==> config.mk <==
export PLATFORM = sky130hd
export DESIGN_NAME = twiddle_parameter_tuner_core
export DESIGN_NICKNAME = d
export VERILOG_FILES = /design/src/rtl/tpt_pkg.sv /design/src/rtl/tpt_in_reg.sv /design/src/rtl/tpt_update.sv /design/src/rtl/twiddle_parameter_tuner_core.sv
export SDC_FILE = /design/constraint.sdc
export NUM_CORES = 2
export LEC_CHECK = 0
export BUFFER_PORTS_ARGS = -buffer_cell sky130_fd_sc_hd__buf_2
export CAP_MARGIN = 5
export CORE_MARGIN = 2
export CORE_UTILIZATION = 55
export CTS_CLUSTER_SIZE = 12
export DETAILED_ROUTE_END_ITERATION = 16
export PLACE_DENSITY = 0.84
export SETUP_SLACK_MARGIN = 0.05
export SYNTH_ARGS = -nofsm -noshare
export SYNTH_HDL_FRONTEND = slang
export SYNTH_SLANG_ARGS = --single-unit
==> constraint.sdc <==
create_clock -name clk -period 10.1 [get_ports clk]
set_input_delay 2.02 -clock clk [delete_from_list [all_inputs] [get_ports clk]]
set_output_delay 2.02 -clock clk [all_outputs]
set_load 0.01 [all_outputs]
==> src/rtl/tpt_pkg.sv <==
// Shared widths, item types and saturation helper for the twiddle parameter tuner.
package tpt_pkg;

  localparam int GAIN_FIELDS   = 3;
  localparam int NUM_GAINS_DEF = 3;

  localparam int ERR_W   = 32;
  localparam int DIST_W  = 20;
  localparam int GAIN_W  = 32;
  localparam int STEP_W  = 31;
  localparam int TOTAL_W = 33;
  localparam int ACT_W   = 2;
  localparam int GSUM_W  = GAIN_W + 2;
  localparam int SCALE_W = 15;
  localparam int FRAC_W  = 16;

  localparam int CFG_IDX_W  = 2;
  localparam int S_TDATA_W  = 152;
  localparam int M_TDATA_W  = 136;

  localparam logic [STEP_W-1:0]  STEP_RESET  = 31'd65536;
  localparam logic [SCALE_W-1:0] SCALE_Q16   = 15'd26214;   // 0.4, truncated
  localparam logic [DIST_W:0]    DIST_MARGIN = 21'd200;
  localparam logic [ERR_W-1:0]   ERR_RESET   = '1;

  localparam logic signed [GSUM_W-1:0] GSUM_MAX = 34'sh0_7FFF_FFFF;
  localparam logic signed [GSUM_W-1:0] GSUM_MIN = 34'sh3_8000_0000;
  localparam logic [GAIN_W-1:0]        GAIN_MAX = 32'h7FFF_FFFF;
  localparam logic [GAIN_W-1:0]        GAIN_MIN = 32'h8000_0000;

  typedef struct packed {
    logic [GAIN_FIELDS-1:0][GAIN_W-1:0] gain;
    logic [DIST_W-1:0]                  trial_distance;
    logic [ERR_W-1:0]                   trial_error;
  } item_t;

  typedef struct packed {
    logic  valid;
    item_t item;
  } stage_t;

  typedef struct packed {
    logic [ACT_W-1:0]                   active_gain;
    logic [TOTAL_W-1:0]                 step_total;
    logic [GAIN_FIELDS-1:0][GAIN_W-1:0] next_gain;
  } result_t;

  function automatic logic [GAIN_W-1:0] sat_gain(input logic signed [GSUM_W-1:0] v);
    logic [GAIN_W-1:0] r;
    if (v > GSUM_MAX) begin
      r = GAIN_MAX;
    end else if (v < GSUM_MIN) begin
      r = GAIN_MIN;
    end else begin
      r = v[GAIN_W-1:0];
    end
    return r;
  endfunction

endpackage

==> src/rtl/tpt_in_reg.sv <==
// Input register stage: captures one trial transaction and holds it for the update stage.
module tpt_in_reg (
  input  logic                        clk,
  input  logic                        rst,
  input  logic                        s_tvalid,
  output logic                        s_tready,
  input  tpt_pkg::item_t              s_item,
  input  logic                        take,
  output tpt_pkg::stage_t             stage
);
  import tpt_pkg::*;

  logic  valid;
  item_t item;

  assign s_tready    = !valid || take;
  assign stage.valid = valid;
  assign stage.item  = item;

  always_ff @(posedge clk) begin
    if (rst) begin
      valid <= 1'b0;
    end else if (s_tvalid && s_tready) begin
      valid <= 1'b1;
    end else if (take) begin
      valid <= 1'b0;
    end
  end

  always_ff @(posedge clk) begin
    if (s_tvalid && s_tready) begin
      item <= s_item;
    end
  end

endmodule

==> src/rtl/tpt_update.sv <==
// Tuner state, single-pass gain/step update and the result register.
module tpt_update #(
  parameter int NUM_GAINS = tpt_pkg::NUM_GAINS_DEF
) (
  input  logic                         clk,
  input  logic                         rst,
  input  logic                         cfg_write,
  input  logic [tpt_pkg::CFG_IDX_W-1:0] cfg_index,
  input  logic [tpt_pkg::STEP_W-1:0]   cfg_data,
  input  tpt_pkg::stage_t              stage,
  output logic                         take,
  output logic                         out_valid,
  input  logic                         out_ready,
  output tpt_pkg::result_t             out_res
);
  import tpt_pkg::*;

  localparam int IDX_W     = (NUM_GAINS > 1) ? $clog2(NUM_GAINS) : 1;
  localparam int RESET_CNT = (NUM_GAINS < GAIN_FIELDS) ? NUM_GAINS : GAIN_FIELDS;
  localparam logic [TOTAL_W-1:0] TOTAL_RESET =
    TOTAL_W'(RESET_CNT) * {{(TOTAL_W-STEP_W){1'b0}}, STEP_RESET};
  localparam int PROD_W = STEP_W + SCALE_W;

  logic                 baseline_taken;
  logic                 probe_up_done;
  logic                 probe_down_done;
  logic [IDX_W-1:0]     idx;
  logic [ERR_W-1:0]     best_error;
  logic [DIST_W-1:0]    baseline_distance;
  logic [STEP_W-1:0]    steps [NUM_GAINS];
  logic [TOTAL_W-1:0]   step_total;

  logic                 fire;
  logic [STEP_W-1:0]    step;
  logic [PROD_W-1:0]    prod;
  logic [STEP_W-1:0]    scaled;
  logic [GAIN_W-1:0]    sel_gain;
  logic signed [GSUM_W-1:0] gain_up;
  logic signed [GSUM_W-1:0] gain_dn;
  logic [GAIN_W-1:0]    new_gain;
  logic                 write_gain;
  logic                 improved;
  logic                 dist_ok;
  logic                 do_base;
  logic                 do_up;
  logic                 do_down;
  logic                 do_scale;
  logic                 move_on;
  logic [IDX_W-1:0]     idx_next;
  logic [TOTAL_W-1:0]   total_next;
  result_t              res_next;
  logic                 cfg_hit;
  logic [STEP_W-1:0]    cfg_old;

  assign take = !out_valid || out_ready;
  assign fire = stage.valid && take;

  always_comb begin
    step     = '0;
    sel_gain = '0;
    for (int i = 0; i < NUM_GAINS; i++) begin
      if (int'(idx) == i) begin
        step = steps[i];
      end
    end
    for (int i = 0; i < GAIN_FIELDS; i++) begin
      if (int'(idx) == i) begin
        sel_gain = stage.item.gain[i];
      end
    end

    prod    = {{SCALE_W{1'b0}}, step} * {{STEP_W{1'b0}}, SCALE_Q16};
    scaled  = STEP_W'(prod >> FRAC_W);
    gain_up = $signed({{2{sel_gain[GAIN_W-1]}}, sel_gain}) + $signed({3'b000, step});
    gain_dn = $signed({{2{sel_gain[GAIN_W-1]}}, sel_gain}) - $signed({2'b00, step, 1'b0});

    dist_ok  = ({1'b0, stage.item.trial_distance} + DIST_MARGIN) >
               {1'b0, baseline_distance};
    improved = (stage.item.trial_error < best_error) && dist_ok;

    do_base  = !baseline_taken;
    do_up    = baseline_taken && !probe_up_done;
    do_down  = baseline_taken && probe_up_done && !improved && !probe_down_done;
    do_scale = baseline_taken && probe_up_done && !improved && probe_down_done;
    move_on  = baseline_taken && probe_up_done && (improved || probe_down_done);

    write_gain = do_up || do_down || do_scale;
    new_gain   = do_down ? sat_gain(gain_dn) : sat_gain(gain_up);

    if (int'(idx) == NUM_GAINS - 1) begin
      idx_next = '0;
    end else begin
      idx_next = idx + IDX_W'(1);
    end
    if (!move_on) begin
      idx_next = idx;
    end

    total_next = step_total;
    if (do_scale) begin
      total_next = step_total - {{(TOTAL_W-STEP_W){1'b0}}, step}
                              + {{(TOTAL_W-STEP_W){1'b0}}, scaled};
    end

    for (int i = 0; i < GAIN_FIELDS; i++) begin
      if (write_gain && int'(idx) == i) begin
        res_next.next_gain[i] = new_gain;
      end else begin
        res_next.next_gain[i] = stage.item.gain[i];
      end
    end
    res_next.step_total  = total_next;
    res_next.active_gain = ACT_W'(idx_next);
  end

  // Step register writes must only arrive while idle; the block itself does not enforce this.
  always_comb begin
    cfg_old = '0;
    for (int i = 0; i < NUM_GAINS; i++) begin
      if (int'(cfg_index) == i) begin
        cfg_old = steps[i];
      end
    end
    cfg_hit = cfg_write && (int'(cfg_index) < GAIN_FIELDS) && (int'(cfg_index) < NUM_GAINS);
  end

  always_ff @(posedge clk) begin
    if (rst) begin
      baseline_taken    <= 1'b0;
      probe_up_done     <= 1'b0;
      probe_down_done   <= 1'b0;
      idx               <= '0;
      best_error        <= ERR_RESET;
      baseline_distance <= '0;
      step_total        <= TOTAL_RESET;
      for (int i = 0; i < NUM_GAINS; i++) begin
        steps[i] <= (i < GAIN_FIELDS) ? STEP_RESET : '0;
      end
    end else if (cfg_hit) begin
      for (int i = 0; i < NUM_GAINS; i++) begin
        if (int'(cfg_index) == i) begin
          steps[i] <= cfg_data;
        end
      end
      step_total <= step_total - {{(TOTAL_W-STEP_W){1'b0}}, cfg_old}
                               + {{(TOTAL_W-STEP_W){1'b0}}, cfg_data};
    end else if (fire) begin
      if (do_base) begin
        baseline_taken    <= 1'b1;
        baseline_distance <= stage.item.trial_distance;
        best_error        <= stage.item.trial_error;
      end
      if (do_up) begin
        probe_up_done <= 1'b1;
      end
      if (do_down) begin
        probe_down_done <= 1'b1;
      end
      if (baseline_taken && probe_up_done && improved) begin
        best_error <= stage.item.trial_error;
      end
      if (do_scale) begin
        for (int i = 0; i < NUM_GAINS; i++) begin
          if (int'(idx) == i) begin
            steps[i] <= scaled;
          end
        end
      end
      if (move_on) begin
        probe_up_done   <= 1'b0;
        probe_down_done <= 1'b0;
      end
      idx        <= idx_next;
      step_total <= total_next;
    end
  end

  always_ff @(posedge clk) begin
    if (rst) begin
      out_valid <= 1'b0;
    end else if (fire) begin
      out_valid <= 1'b1;
    end else if (out_ready) begin
      out_valid <= 1'b0;
    end
  end

  always_ff @(posedge clk) begin
    if (fire) begin
      out_res <= res_next;
    end
  end

  a_idx_range: assert property (@(posedge clk) disable iff (rst)
    int'(idx) < NUM_GAINS) else $error("tuning index out of range");

  a_down_after_up: assert property (@(posedge clk) disable iff (rst)
    probe_down_done |-> probe_up_done) else $error("down probe without up probe");

  a_up_after_base: assert property (@(posedge clk) disable iff (rst)
    probe_up_done |-> baseline_taken) else $error("probe before baseline");

  a_base_taken: assert property (@(posedge clk) disable iff (rst)
    (fire && !baseline_taken && !cfg_hit) |=> baseline_taken)
    else $error("baseline not recorded");

endmodule

==> src/rtl/twiddle_parameter_tuner_core.sv <==
// Top level of the twiddle parameter tuner: input register, update stage, port packing.
//
//  channel  dir  handshake          payload
//  s_*      in   s_tvalid/s_tready  s_tdata: trial_error, trial_distance, gain_0..2
//  m_*      out  m_tvalid/m_tready  m_tdata: next_gain_0..2, step_total, active_gain
//  cfg_*    in   cfg_write          cfg_index, cfg_data (initial_step_0..2)
//
// One trial per cycle sustained while m_tready stays high; a trial passes from the input transaction
// through the input register, then the update stage with one constant multiply into the result reg.
// rst is synchronous: state returns to no baseline, index 0, steps 1.0 in Q15.16.
// A stalled result holds the update stage; the input register still takes one trial.
module twiddle_parameter_tuner_core #(
  parameter int NUM_GAINS = tpt_pkg::NUM_GAINS_DEF
) (
  input  logic                             clk,
  input  logic                             rst,
  input  logic                             s_tvalid,
  output logic                             s_tready,
  // [31:0] trial_error, [51:32] trial_distance, [83:52] gain_0, [115:84] gain_1,
  // [147:116] gain_2, [151:148] zero
  input  logic [tpt_pkg::S_TDATA_W-1:0]    s_tdata,
  output logic                             m_tvalid,
  input  logic                             m_tready,
  // [31:0] next_gain_0, [63:32] next_gain_1, [95:64] next_gain_2,
  // [128:96] step_total, [130:129] active_gain, [135:131] zero
  output logic [tpt_pkg::M_TDATA_W-1:0]    m_tdata,
  input  logic                             cfg_write,
  input  logic [tpt_pkg::CFG_IDX_W-1:0]    cfg_index,
  input  logic [tpt_pkg::STEP_W-1:0]       cfg_data
);
  import tpt_pkg::*;

  localparam int ITEM_W = $bits(item_t);
  localparam int RES_W  = $bits(result_t);

  item_t   s_item;
  stage_t  stage;
  logic    take;
  result_t out_res;

  assign s_item  = item_t'(s_tdata[ITEM_W-1:0]);
  assign m_tdata = {{(M_TDATA_W-RES_W){1'b0}}, out_res};

  tpt_in_reg u_in_reg (
    .clk      (clk),
    .rst      (rst),
    .s_tvalid (s_tvalid),
    .s_tready (s_tready),
    .s_item   (s_item),
    .take     (take),
    .stage    (stage)
  );

  tpt_update #(
    .NUM_GAINS (NUM_GAINS)
  ) u_update (
    .clk       (clk),
    .rst       (rst),
    .cfg_write (cfg_write),
    .cfg_index (cfg_index),
    .cfg_data  (cfg_data),
    .stage     (stage),
    .take      (take),
    .out_valid (m_tvalid),
    .out_ready (m_tready),
    .out_res   (out_res)
  );

endmodule
# After elaboration in Yosys (flattened, before gate mapping)
# Memory sizes are Yosys's and may differ from the RTL's.
# Index checks and enable logic that the tools add are counted.
[word_totals]
regBits = 371
wordCells = 156
ramBits = 93
mem_count = 1
[mem_list]
columns = ["memory", "depth", "width", "rd", "rd_ports_with_merged_regs", "write_ports", "line_no", "text"]
rows = [
  ["u_update.steps", 3, 31, 3, 0, 3, "tpt_update.sv:30", "logic [STEP_W-1:0] steps [NUM_GAINS];"],
]
[op_classes]
n_mul = 1
add_sub_neg = 8
reduce_logical = 37
bitwise_logic = 8
n_lt_le_gt_ge = 7
n_eq_ne = 5
mux = 70
[op_table]
columns = ["cell", "count"]
rows = [
  ["32-bit two-way mux", 13],
  ["31-bit two-way mux", 12],
  ["33-bit two-way mux", 3],
  ["34-bit by 32-bit greater-than comparator with 1-bit output (second input constant)", 2],
  ["34-bit by 32-bit < comparator with 1-bit output (second input constant)", 2],
  ["33-bit by 31-bit subtractor with 33-bit output", 2],
  ["31-bit by 14-bit multiplier with 45-bit output (second input constant)", 1],
  ["1-bit two-way mux", 40],
  ["32-bit by 33-bit subtractor with 34-bit output", 1],
  ["32-bit by 32-bit adder with 33-bit output", 1],
  ["33-bit by 30-bit adder with 33-bit output", 1],
  ["33-bit by 31-bit adder with 33-bit output", 1],
  ["32-bit < comparator", 1],
  ["20-bit by 8-bit adder with 21-bit output (second input constant)", 1],
  ["21-bit by 20-bit greater-than comparator with 1-bit output", 1],
  ["1-bit logical AND", 15],
  ["3-bit AND reduction", 4],
  ["2-bit nonzero test", 5],
  ["2-bit equality test (second input constant)", 4],
  ["1-bit bitwise OR", 6],
  ["1-bit zero test", 5],
  ["1-bit logical OR", 5],
  ["2-bit zero test", 2],
  ["2-bit two-way mux", 2],
  ["5 further kinds", 6],
]

# Longest topological paths before layout
[depth]
depth_word = 12
depth_mapped = 43
mapped_depth_nobuf = 38

# Cells and area by module
# Synthesis repeated with hierarchy kept, for this count alone.
[unflattened]
hier_cells = 3753
area_unflattened_um2 = 37120.6
[modules_own_cells]
columns = ["module", "n_inst", "area_each_um2", "cells_each", "seq_area_each_um2"]
rows = [
  ["tpt_update", 1, 32572.5, 3593, 8548.2],
  ["tpt_in_reg", 1, 4506.8, 154, 4464.3],
  ["twiddle_parameter_tuner_core", 1, 41.3, 6, 0.0],
]

# Worst setup path after synthesis
# Ideal clock, no wire load.
[synth_timing]
kind = "flip-flop to flip-flop"
startpoint = "register u_update.idx[1]"
endpoint = "register u_update.step_total[29]"
n_path_buf = 4
stages_incl_launch_ff = 41
synth_period_minus_slack_ns = 9.756
t_arrival_ns = 9.686
slack_ns = 0.344
required_time_ns = 10.030
path_cell_list = "dfxtp_1 -> buf_4 -> buf_6 -> buf_1 -> buf_1 -> mux2i_1 -> nor2_1 -> a21oi_1 -> inv_1 -> ha_1 -> inv_1 -> fa_1 -> inv_1 -> fa_1 -> inv_1 -> fa_1 -> inv_1 -> fa_1 -> [5 not listed] -> a21oi_1 -> o31ai_4 -> a21o_1 -> a21o_1 -> xor2_1 -> xnor2_1 -> ha_1 -> ha_1 -> a21oi_1 -> nand2_1 -> a211o_1 -> a31oi_1 -> o31ai_1 -> nor3_1 -> o21ai_0 -> a21oi_1 -> mux2_2 -> o21bai_1"
[synth_via]
elab_chain_cells = 9
[synth_rtl]
columns = ["element", "line_no", "text"]
rows = [
  ["start: declaration", "tpt_update.sv:27", "logic [IDX_W-1:0] idx;"],
  ["start signal: assignment", "tpt_update.sv:173", "idx <= idx_next;"],
  ["2-bit zero test", "tpt_update.sv:62", "if (int'(idx) == i) begin"],
  ["31-bit two-way mux (2 in series)", "tpt_update.sv:62", ""],
  ["31-bit two-way mux (*)", "tpt_update.sv:62", ""],
  ["31-bit by 14-bit multiplier with 45-bit output / 33-bit by 31-bit subtractor with 33-bit output (equally long branches)", "tpt_update.sv:72, tpt_update.sv:101", ""],
  ["33-bit by 30-bit adder with 33-bit output (*)", "tpt_update.sv:102", "+ {{(TOTAL_W-STEP_W){1'b0}}, scaled};"],
  ["33-bit two-way mux (*)", "tpt_update.sv:100", "if (do_scale) begin"],
  ["33-bit two-way mux (*)", "tpt_update.sv:147", "end else if (fire) begin"],
  ["33-bit two-way mux (*)", "tpt_update.sv:139", "end else if (cfg_hit) begin"],
  ["end signal: assignment", "tpt_update.sv:145", "step_total <= step_total - {{(TOTAL_W-STEP_W){1'b0}}, cfg_old}"],
  ["end signal: assignment", "tpt_update.sv:174", "step_total <= total_next;"],
  ["end: declaration", "tpt_update.sv:31", "logic [TOTAL_W-1:0] step_total;"],
]
# Every way passes the cells marked *; elsewhere a longest branch is shown, timed or not. The select of a mux whose other input is x is not followed.
# A chain may end at the register's enable or synchronous reset.

# Final worst setup path
[layout_timing]
startpoint = "register u_update.idx[1]"
endpoint = "register u_update.step_total[31]"
# Same word-level chain as after synthesis.

==> flow_summary.toml <==
[place]
place_ws_ns = -0.01895
dp_hpwl_mm = 80.16
port_buffers = 318
finalWeightedCongestion = 0.9796

[drt]
firstDrtPassIters = 8
ant_nets = 0
drt_wl_total_mm = 106.3
remaining_drc_errors = 0
routed.top_layer = "met5"
met2_length_mm = 51.22
met3_length_mm = 8.581
wl_met1_mm = 40.63
num_vias = 30041
vias_per_cell = 6.066
drt_iter0_markers = 2898
wl_per_cell_um = 21.47

[synth]
synth_top_cell_by_area = "edfxtp_1"
syn_inst = 3707
ys_async_sr_fraction_pct = 0
synth.area.top_cells = "edfxtp_1, ha_1, fa_1"
ys_seq_area_share_pct = 35.11
yosys_warnings = 0
netlist_area_um2 = 37060
netlist-cell-type-count = 99
ys_ff_latch = 464
synth_top_area_share_pct = 30.14
ys.flop_type = "edfxtp_1"
synth_edf_count = 372
syn_avg_cell_area_um2 = 9.997

[clocking]
clk-insertion-delay-late_ns = 0.63
clk_pin_slew_ns = 0.06
h-tree-depth = 2
clock-sinks = 464
cts_buffers = 51
clk_path_buf_depth = 3
cts_tree = "built"
cts_root_buf = "clkbuf_16"

[worst_setup_path]
critical_path.max_stage_delay_ns = 0.56
arrival_ns = 10.43
cpMostUsedCell = "fa_1"
slowest_stage = "fa_1"
startpoint_type = "flip-flop"
path_class = "flip-flop to flip-flop"
cp_max_fo = 8
cp-end-kind = "flip-flop"
required_ns = 10.64

[floorplanning]
dieArea_um2 = 69470
core_um2 = 66920
fp.dieH_um = 263.6
core.rowCount = 95
die_w_um = 263.6
ios = 328
start_util_pct = 55.38

[sta]
post-route-period-util_pct = 97.88
maxSlewViolCount = 0
fin_crit_ns = 9.886
fmax_ghz = 0.1012
tightest_slew_ns = 1.130
finClkSkew_ns = 0.02775
setup_viol = 0
final.setup.worst_slack_ns = 0.2143
max_slew_margin_pct = 24.63
hold_violations = 0
rsz0062_at_grt = "true"

[grt]
globalRouteOverflowTotal = 0
grt_pass1_wl_mm = 161.1
grt_max_degree = 79
track_usage_pct = 29.62
grt_antenna_before_repair = 7
first_global_vias = 29410

[cells_and_area]
nets = 4802
areaGrowthSynthToFinish_pct = 12.76
seq_area_um2 = 13020
nFillCells = 5234
multi_input_area_um2 = 21940
drive_above_1_share_pct = 15.61

[status]
status = "finished, final reports clean"

[run]
max-cap-violations = 0

[hold_path]
min_path_type = "flip-flop to flip-flop"
## timing repair
item / 4_1_cts / 5_1_grt
endpoints found under the setup margin: 9 / 33
hold buffers: 0 / 0
setup buffers: 3 / 10
pin swaps: 0 / 8
gates resized for setup: 3 / 50
## layer usage
layer	track usage, %	up-vias
met5	0	-
met4	15.54	6
met3	5.229	334
met2	49.60	1473
met1	36.66	14454
li1	-	13774
## layout make-up
class / count / share of cell area [%]
Multi-Input combinational cell: 2634 / 52.50
Clock inverter: 23 / 0.5120
Antenna cell: 4 / 0.02395
Tap cell: 873 / 2.614
Clock buffer: 65 / 3.380
Inverter: 483 / 4.351
Timing Repair Buffer: 406 / 5.464
Sequential cell: 464 / 31.15
## per-stage QoR
stage / std cells / TNS, ns / hold slack (ns) / area (um2) / util, %
2_1_floorplan: 3711 / 0 / 0.4363 / 37070 / -
3_3_place_gp: 4847 / 0 / 0.4428 / 39820 / 59.50
3_5_place_dp: 4847 / -0.01895 / 0.4468 / 39820 / 59.50
4_1_cts: 4938 / 0 / 0.4547 / 41480 / 61.98
5_1_grt: 4950 / -0.7027 / 0.4766 / 41780 / 62.44
6_report: 4952 / 0 / 0.4523 / 41790 / 62.44
## final timing paths
kind / startpoint / to / slack [ns] / cells after the start
min reg2reg: u_update.baseline_distance[16] / u_update.baseline_distance[16] / 0.45 / 2
min: u_update.baseline_distance[16] / u_update.baseline_distance[16] / 0.45 / 2
max reg2reg: u_update.idx[1] / u_update.step_total[31] / 0.21 / 37
max: u_update.idx[1] / u_update.step_total[31] / 0.21 / 37
## cells in the final DEF, fill, tap and decap left out, types with 9 or more instances in the layout
master,netlist,routed
nor2_1,162,160
o221a_2,23,23
inv_1,482,478
a22o_1,28,28
nand3_1,54,54
edfxtp_1,372,372
nand4_1,33,33
nor2b_1,21,19
a21o_1,109,108
o21ai_0,195,190
clkbuf_16,0,54
or3_1,32,32
xnor2_1,119,115
dfxtp_1,92,90
mux2_2,37,37
and2_1,30,26
nand2b_1,23,23
buf_4,12,84
nand3b_1,36,36
nor3_1,29,28
clkbuf_1,74,9
o21a_1,19,19
xor2_1,68,65
clkinv_2,0,9
mux2i_1,111,108
buf_2,21,318
and3_1,25,25
o211ai_1,17,17
a211o_1,9,9
a221oi_1,39,38
a31oi_1,20,19
o21ai_1,8,10
ha_1,376,372
o21bai_1,14,14
nand2_1,355,355
a211oi_1,32,30
fa_1,196,196
a21oi_1,249,242
o31ai_1,13,12
## registers in the layout, indices dropped and copies added (netlist names), 2 cells and up
| register | flops |
|---|---|
| u_in_reg.stage | 148 |
| u_update.baseline_distance | 20 |
| u_update.best_error | 32 |
| u_update.idx | 2 |
| u_update.out_res | 131 |
| u_update.step_total | 33 |
| u_update.steps | 93 |
## worst max-delay path, delay by kind of cell (launching register included)
kind	cells	cell delay, ns
compound gates	12	2.68
fa+ha+maj	9	3.97
simple gates	8	1.65
buf+inv	6	0.60
flops	1	0.40
xor+xnor	2	0.49
## logic make-up after synthesis
kind of cell	Yosys count	synth area share, %
AO/OA/AOI/OAI	874	15.77
adder cells (fa/ha/maj)	573	23.31
multiplexers	148	4.122
buffers and inverters	613	6.428
flip-flops	464	35.11
other	1	0.01012
XOR/XNOR	187	4.419
AND/OR/NAND/NOR	847	10.82
## synthesized netlist by cell type, types with 37 or more instances
master and count:
a221oi_1 39, nand2_1 355, a21o_1 109, edfxtp_1 372, dfxtp_1 92, inv_1 482
fa_1 196, ha_1 376, o21ai_0 195, mux2_2 37, a21oi_1 249, xor2_1 68
nor2_1 162, clkbuf_1 74, nand3_1 54, mux2i_1 111, xnor2_1 119
Power is left out: the tool's default activity adds up to more than one toggle a clock period on the data nets, which glitch-free logic cannot reach.
